===== src/rtl/core/ort_pkg.sv =====
// Package for the ordered record table: sizes, command and status codes,
// controller state and the structs passed between modules. No dependencies.
`default_nettype none

package ort_pkg;

  localparam int DEPTH     = 256;
  localparam int REC_WIDTH = 32;

  localparam int ADDR_W    = (DEPTH > 1) ? $clog2(DEPTH) : 1;
  localparam int CNT_W     = $clog2(DEPTH + 1);

  // Fixed field widths of the ports
  localparam int CMD_W     = 3;
  localparam int IDX_W     = 9;
  localparam int VAL_W     = 32;
  localparam int STAT_W    = 2;
  localparam int CAP_W     = 9;
  localparam int CNT_OUT_W = 9;

  localparam logic [CAP_W-1:0] CAP_RESET = 9'd256;

  typedef enum logic [CMD_W-1:0] {
    CMD_READ   = 3'd0,
    CMD_UPDATE = 3'd1,
    CMD_INSERT = 3'd2,
    CMD_DELETE = 3'd3,
    CMD_APPEND = 3'd4,
    CMD_CLEAR  = 3'd5
  } cmd_e;

  typedef enum logic [STAT_W-1:0] {
    ST_OK    = 2'd0,
    ST_RANGE = 2'd1,
    ST_FULL  = 2'd2
  } status_e;

  typedef enum logic [2:0] {
    S_IDLE,
    S_DECODE,
    S_RD_WAIT,
    S_SHIFT,
    S_INS_WR,
    S_RESP
  } state_e;

  typedef struct packed {
    logic              we;
    logic [ADDR_W-1:0] waddr;
    logic [REC_WIDTH-1:0] wdata;
    logic [ADDR_W-1:0] raddr;
  } ram_req_t;

  typedef struct packed {
    status_e              status;
    logic [VAL_W-1:0]     read_value;
    logic [CNT_OUT_W-1:0] rec_count;
  } res_t;

endpackage

`default_nettype wire


===== src/rtl/core/ort_if.sv =====
// Valid/ready channels of the ordered record table: command items in,
// result items out. Depends on ort_pkg for field widths.
`default_nettype none

interface ort_req_if;
  import ort_pkg::*;
  logic             valid;
  logic             ready;
  logic [CMD_W-1:0] cmd;
  logic [IDX_W-1:0] record_index;
  logic [VAL_W-1:0] record_value;

  modport source (output valid, cmd, record_index, record_value, input ready);
  modport sink   (input valid, cmd, record_index, record_value, output ready);
endinterface


`default_nettype wire


===== src/rtl/core/ort_ctrl.sv =====
// Command sequencer of the ordered record table: decodes one item, runs the
// read/shift/write steps against the record RAM and keeps the record count.
// Depends on ort_pkg and ort_if.
`default_nettype none

module ort_ctrl (
  input  wire logic                  clk_i,
  input  wire logic                  rst_ni,
  ort_req_if.sink                    req_i,
  input  wire logic [ort_pkg::CNT_W-1:0]     lim_i,
  input  wire logic [ort_pkg::REC_WIDTH-1:0] rdata_i,
  output ort_pkg::ram_req_t          ram_req_o,
  input  wire logic                  slot_free_i,
  output logic                       res_valid_o,
  output ort_pkg::res_t              res_o
);
  import ort_pkg::*;

  state_e               state_q, state_d;
  cmd_e                 cmd_q, cmd_d;
  logic [IDX_W-1:0]     idx_q, idx_d;
  logic [REC_WIDTH-1:0] val_q, val_d;
  logic [CNT_W-1:0]     count_q, count_d;
  status_e              status_q, status_d;
  logic [VAL_W-1:0]     rdata_q, rdata_d;
  logic [ADDR_W-1:0]    rd_ptr_q, rd_ptr_d;
  logic [ADDR_W-1:0]    last_q, last_d;
  logic [ADDR_W-1:0]    pend_addr_q, pend_addr_d;
  logic                 more_q, more_d;
  logic                 pend_q, pend_d;

  logic in_range, is_full, is_ins;

  always_ff @(posedge clk_i or negedge rst_ni) begin
    if (!rst_ni) begin
      state_q <= S_IDLE;
      count_q <= '0;
      more_q  <= 1'b0;
      pend_q  <= 1'b0;
    end else begin
      state_q <= state_d;
      count_q <= count_d;
      more_q  <= more_d;
      pend_q  <= pend_d;
    end
  end

  always_ff @(posedge clk_i) begin
    cmd_q       <= cmd_d;
    idx_q       <= idx_d;
    val_q       <= val_d;
    status_q    <= status_d;
    rdata_q     <= rdata_d;
    rd_ptr_q    <= rd_ptr_d;
    last_q      <= last_d;
    pend_addr_q <= pend_addr_d;
  end

  assign in_range = (idx_q != '0) && (32'(idx_q) <= 32'(count_q));
  assign is_full  = (count_q >= lim_i);
  assign is_ins   = (cmd_q == CMD_INSERT);

  always_comb begin
    state_d     = state_q;
    cmd_d       = cmd_q;
    idx_d       = idx_q;
    val_d       = val_q;
    count_d     = count_q;
    status_d    = status_q;
    rdata_d     = rdata_q;
    rd_ptr_d    = rd_ptr_q;
    last_d      = last_q;
    pend_addr_d = pend_addr_q;
    more_d      = more_q;
    pend_d      = pend_q;

    ram_req_o.we    = 1'b0;
    ram_req_o.waddr = pend_addr_q;
    ram_req_o.wdata = val_q;
    ram_req_o.raddr = rd_ptr_q;
    req_i.ready     = (state_q == S_IDLE);
    res_valid_o     = 1'b0;

    unique case (state_q)
      S_IDLE: begin
        if (req_i.valid) begin
          cmd_d    = cmd_e'(req_i.cmd);
          idx_d    = req_i.record_index;
          val_d    = REC_WIDTH'(req_i.record_value);
          status_d = ST_OK;
          rdata_d  = '0;
          state_d  = S_DECODE;
        end
      end

      S_DECODE: begin
        state_d = S_RESP;
        unique case (cmd_q)
          CMD_READ: begin
            if (in_range) begin
              ram_req_o.raddr = ADDR_W'(idx_q - 1'b1);
              state_d         = S_RD_WAIT;
            end else begin
              status_d = ST_RANGE;
            end
          end
          CMD_UPDATE: begin
            if (in_range) begin
              ram_req_o.we    = 1'b1;
              ram_req_o.waddr = ADDR_W'(idx_q - 1'b1);
            end else begin
              status_d = ST_RANGE;
            end
          end
          CMD_INSERT: begin
            if (is_full) begin
              status_d = ST_FULL;
            end else if (count_q == '0) begin
              if (idx_q != IDX_W'(1)) begin
                status_d = ST_RANGE;
              end else begin
                ram_req_o.we    = 1'b1;
                ram_req_o.waddr = '0;
                count_d         = CNT_W'(1);
              end
            end else if (!in_range) begin
              status_d = ST_RANGE;
            end else begin
              // move records n-1 down to idx-1 up by one, top first
              rd_ptr_d = ADDR_W'(count_q - 1'b1);
              last_d   = ADDR_W'(idx_q - 1'b1);
              more_d   = 1'b1;
              pend_d   = 1'b0;
              state_d  = S_SHIFT;
            end
          end
          CMD_DELETE: begin
            if (!in_range) begin
              status_d = ST_RANGE;
            end else if (32'(idx_q) == 32'(count_q)) begin
              count_d = count_q - 1'b1;   // last record, nothing to move
            end else begin
              // move records idx..n-1 down by one, bottom first
              rd_ptr_d = ADDR_W'(idx_q);
              last_d   = ADDR_W'(count_q - 1'b1);
              more_d   = 1'b1;
              pend_d   = 1'b0;
              state_d  = S_SHIFT;
            end
          end
          CMD_APPEND: begin
            if (is_full) begin
              status_d = ST_FULL;
            end else begin
              ram_req_o.we    = 1'b1;
              ram_req_o.waddr = ADDR_W'(count_q);
              count_d         = count_q + 1'b1;
            end
          end
          CMD_CLEAR: begin
            count_d = '0;
          end
          default: begin
            status_d = ST_RANGE;
          end
        endcase
      end

      S_RD_WAIT: begin
        rdata_d = VAL_W'(rdata_i);
        state_d = S_RESP;
      end

      S_SHIFT: begin
        // write back the record read last cycle, one slot over
        if (pend_q) begin
          ram_req_o.we    = 1'b1;
          ram_req_o.waddr = is_ins ? pend_addr_q + 1'b1 : pend_addr_q - 1'b1;
          ram_req_o.wdata = rdata_i;
        end
        if (more_q) begin
          ram_req_o.raddr = rd_ptr_q;
          pend_d          = 1'b1;
          pend_addr_d     = rd_ptr_q;
          if (rd_ptr_q == last_q) begin
            more_d = 1'b0;
          end else begin
            rd_ptr_d = is_ins ? rd_ptr_q - 1'b1 : rd_ptr_q + 1'b1;
          end
        end else begin
          pend_d = 1'b0;
          if (is_ins) begin
            state_d = S_INS_WR;
          end else begin
            count_d = count_q - 1'b1;
            state_d = S_RESP;
          end
        end
      end

      S_INS_WR: begin
        ram_req_o.we    = 1'b1;
        ram_req_o.waddr = last_q;
        count_d         = count_q + 1'b1;
        state_d         = S_RESP;
      end

      S_RESP: begin
        res_valid_o = slot_free_i;
        if (slot_free_i) begin
          state_d = S_IDLE;
        end
      end

      default: begin
        state_d = S_IDLE;
      end
    endcase
  end

  assign res_o.status     = status_q;
  assign res_o.read_value = rdata_q;
  assign res_o.rec_count  = CNT_OUT_W'(count_q);

endmodule

`default_nettype wire


===== src/flat_wrapper.sv =====
// flat-port wrapper written by rule: the top's interface ports become plain ports
module ort_ctrl_flat import ort_pkg::*;
  (clk_i, rst_ni, lim_i, rdata_i, ram_req_o, slot_free_i, res_valid_o, res_o, req_i_valid, req_i_cmd, req_i_record_index, req_i_record_value, req_i_ready);
  ort_req_if req_i_i ();
  input  wire logic clk_i;
  input  wire logic rst_ni;
  input  wire logic [ort_pkg::CNT_W-1:0] lim_i;
  input  wire logic [ort_pkg::REC_WIDTH-1:0] rdata_i;
  output ort_pkg::ram_req_t ram_req_o;
  input  wire logic slot_free_i;
  output logic res_valid_o;
  output ort_pkg::res_t res_o;
  input wire logic [$bits(req_i_i.valid)-1:0] req_i_valid;
  input wire logic [$bits(req_i_i.cmd)-1:0] req_i_cmd;
  input wire logic [$bits(req_i_i.record_index)-1:0] req_i_record_index;
  input wire logic [$bits(req_i_i.record_value)-1:0] req_i_record_value;
  output wire logic [$bits(req_i_i.ready)-1:0] req_i_ready;
  assign req_i_i.valid = req_i_valid;
  assign req_i_i.cmd = req_i_cmd;
  assign req_i_i.record_index = req_i_record_index;
  assign req_i_i.record_value = req_i_record_value;
  assign req_i_ready = req_i_i.ready;
  ort_ctrl u_core (.clk_i(clk_i), .rst_ni(rst_ni), .req_i(req_i_i), .lim_i(lim_i), .rdata_i(rdata_i), .ram_req_o(ram_req_o), .slot_free_i(slot_free_i), .res_valid_o(res_valid_o), .res_o(res_o));
endmodule

===== config.mk =====
export PLATFORM = sky130hd
export DESIGN_NAME = ort_ctrl_flat
export DESIGN_NICKNAME = d
export VERILOG_FILES = /design/src/rtl/core/ort_pkg.sv /design/src/rtl/core/ort_if.sv /design/src/rtl/core/ort_ctrl.sv /design/src/flat_wrapper.sv
export SDC_FILE = /design/constraint.sdc
export NUM_CORES = 1
export LEC_CHECK = 0
export ABC_AREA = 0
export BUFFER_PORTS_ARGS = -buffer_cell sky130_fd_sc_hd__buf_2
export CORE_MARGIN = 2
export CORE_UTILIZATION = 50
export CTS_BUF_LIST = sky130_fd_sc_hd__clkbuf_4 sky130_fd_sc_hd__clkbuf_8
export DETAILED_ROUTE_END_ITERATION = 7
export GPL_ROUTABILITY_DRIVEN = 0
export PLACE_DENSITY = 0.79
export SYNTH_ARGS = -nofsm -noshare
export SYNTH_HDL_FRONTEND = slang
export SYNTH_SLANG_ARGS = --single-unit

===== constraint.sdc =====
create_clock -name clk_i -period 3.05 [get_ports clk_i]
set_input_delay 0.61 -clock clk_i [delete_from_list [all_inputs] [get_ports clk_i]]
set_output_delay 0.61 -clock clk_i [all_outputs]
set_load 0.1 [all_outputs]

==> results.tsv <==
metric	value	unit
Hold Vio Cnt, Final	0	
Setup violations, final	17	
vias per cell	6.02	
clock buffer depth	2	
CTS sink cnt	116	
crit end category	output port	
Max-cap violations	0	
worst min-delay path category	in2async	
synth top area cells	edfxtp_1 43%, ha_1 6.2%, mux2_2 5.1%	
# IOs	183	
PortBufs	182	
Die Y	123	um
nature of the critical path startpoint	register	
# diodes	0	
Setup TNS	-9.53	ns
syn avg cell area	10.6	um^2
Die X	123	um
mux cell area share after synthesis	6.38	%
Final ANT Viol Nets	0	
CTS buffer count	17	
Synth async-reset ratio	12.1	%
Worst Skew	0.0142	ns
Congestion Overflow GR	0	
Final Total Pwr	9.52	mW
Fmax	272	MHz
clock-pin slew on the worst setup and hold paths	0.08	ns
Post-Synth XOR/XNOR Area	3.97	%
area grow syn2layout	50.8	%
Least-Margin Pin Slew	0.791	ns
Hold-fix buffers, CTS	0	
DRC	6	
final wirelength	22800	um
Worst Path Max Fanout	5	
share of cells above drive strength 1	47.2	%
Synth Register Bits	116	
final period demand of the worst path	3.68	ns
nets	1074	
maximum VDD drop	0.571	mV
Post-synth EDFFs	102	
critical path arrival	3.07	ns
LEAKAGE	4.44	nW
Yosys top cell area share	43.4	%
Final HPWL DP	16000	um
Syn. warnings	0	
top-count cell post-synth	edfxtp_1	
Synth area leader	edfxtp_1	
CP Class	reg2out	
CP required	2.44	ns
final worst-path setup slack	-0.633	ns
syn nets	793	
wire length per cell	20.0	um
Worst slew margin	46.9	%
vias in the first global route	6497	
Commonest cells post-synth	102 x edfxtp_1, 43 x nor2_1, 42 x a21oi_1	
Core Region	13800	um^2
largest net degree at the start of global routing	45	
Compound-Gate Fraction of Synth Area	15.7	%
gr usage total	30.1	%
TritonCTS clock tree	built	
RSZ-0062 raised after global routing	true	
ys flop type	edfxtp_1	
register area share after synthesis	48.4	%
adder-cell area share of the yosys netlist	6.77	%
largest family of logic cells by synthesized area	compound AO/OA/AOI/OAI gates	
initial antenna violation count	0	
Cell variety after synth	67	
first drt pass iteration count	8	
first-pass GRT wire length	34400	um
post-synthesis instance total	667	
routed vias	6865	
Initial Utilization	51.0	%
period utilisation layout	121	%
initial drt markers	1079	
failing checks	design-rule violations, negative setup slack	
status	complete, but fails checks	
Core Util, Final	77.0	%
final max-slew violation count	0	
simple logic cell fraction of the synthesized area	15.0	%
CTS Root Cell	clkbuf_8	
H-tree Lvls	4	
row cnt	43	
clk_lat worst skew	0.45	ns
Die Area	15100	um^2
P per Cell Area	894	nW/um^2
synthesized cell area	7060	um^2
-- critical path, stage by stage (launching register included) --
cell and delay, ns:
edfxtp_1 0.43, nor2b_4 0.16, nand2b_4 0.10, buf_4 0.17, ha_1 0.35, o21ai_2 0.11, o21bai_1 0.10, a21oi_2 0.23
o21ai_2 0.12, xnor2_2 0.18, a21oi_1 0.10, nand4b_1 0.31, buf_12 0.25
-- final timing paths --
kind / cells after the start / end / from / slack (ns)
min in group clk_i: 1 / u_core.val_q[23] / req_i_record_value[23] / 0.33
min reg2reg: 0 / u_core.pend_addr_q[3] / u_core.rd_ptr_q[3] / 0.62
max: 12 / ram_req_o[47] / u_core.cmd_q[2] / -0.63
max reg2reg: 12 / u_core.rd_ptr_q[5] / u_core.count_q[6] / 0.13
max in group asynchronous: 1 / u_core.count_q[5] / rst_ni / 2.63
min: 1 / u_core.count_q[6] / rst_ni / 0.08
-- power by group --
part | switching (mW) | internal, mW | leakage, nW
Combinational | 3.92 | 1.89 | 3.17
Clock | 0.688 | 0.741 | 0.188
Sequential | 0.205 | 2.08 | 1.09
-- cell usage in the layout (no fill, tap or decap), drive strengths merged, types with 7 or more instances in the layout --
cell type  count
a31oi         14
nor3          22
dfrtp         14
nand2b        11
o22ai         13
mux2          32
buf          291
xnor2         16
ha            35
inv           39
a21oi         43
and2          36
o21ai         43
nand2         40
xor2          16
nand3         12
nand4          7
o211ai        10
nor2b          8
clkbuf        18
nor2          44
edfxtp       102
mux2i          9
-- timing repair --
action,4_1_cts,5_1_grt
cloned,1,0
resized for setup,40,25
setup buffers,14,11
endpoints found under the setup margin,17,49
pin swaps,22,23
-- logic make-up (layout without fill, tap and decap cells) --
family | after synthesis | count (layout)
adders and majority gates | 37 | 37
xor gates and xnor gates | 32 | 32
buffers and inverters | 67 | 361
AOI/OAI and AO/OA | 172 | 172
muxes | 41 | 41
and+or+nand+nor | 202 | 202
DFF | 116 | 116
-- sequential cells by signal, summed over array words and instances, names as in the netlist --
name,count
u_core.cmd_q,3
u_core.rd_ptr_q,8
u_core.status_q,2
u_core.count_q,9
u_core.rdata_q,32
u_core.idx_q,9
u_core.val_q,32
u_core.state_q,3
u_core.last_q,8
u_core.more_q,1
u_core.pend_q,1
u_core.pend_addr_q,8
-- final cells by class --
class / instances / area (um^2)
multi-input combinational: 484 / 3880
sequential: 116 / 3450
tap: 180 / 225
clock buffer: 18 / 241
timing repair buffer: 291 / 2540
clock inverter: 14 / 151
fill: 803 / 3180
inverter: 38 / 161
-- stage by stage --
| step | setup WS, ns | hold slack (ns) | instance area [um^2] | cells |
|---|---|---|---|---|
| 6_report | -0.633 | 0.0836 | 10600 | 1141 |
| 5_1_grt | -0.747 | 0.0779 | 10600 | 1141 |
| 4_1_cts | -0.574 | 0.0656 | 10500 | 1131 |
| 3_5_place_dp | -0.338 | 0.553 | 9770 | 1086 |
| 3_3_place_gp | -0.282 | 0.548 | 9770 | 1086 |
| 2_1_floorplan | -1.07 | 0.314 | 7430 | 667 |
-- metal layers --
layer,routed length [um],vias up,global-route usage (%),share of wire (%)
li1,-,3061,-,-
met1,8330,3192,39.3,37
met2,11300,492,48.5,50
met3,2290,120,6.09,10
met4,856,0,13.2,3.8
met5,0,-,0,0
Power figures use the tool's default switching activity.
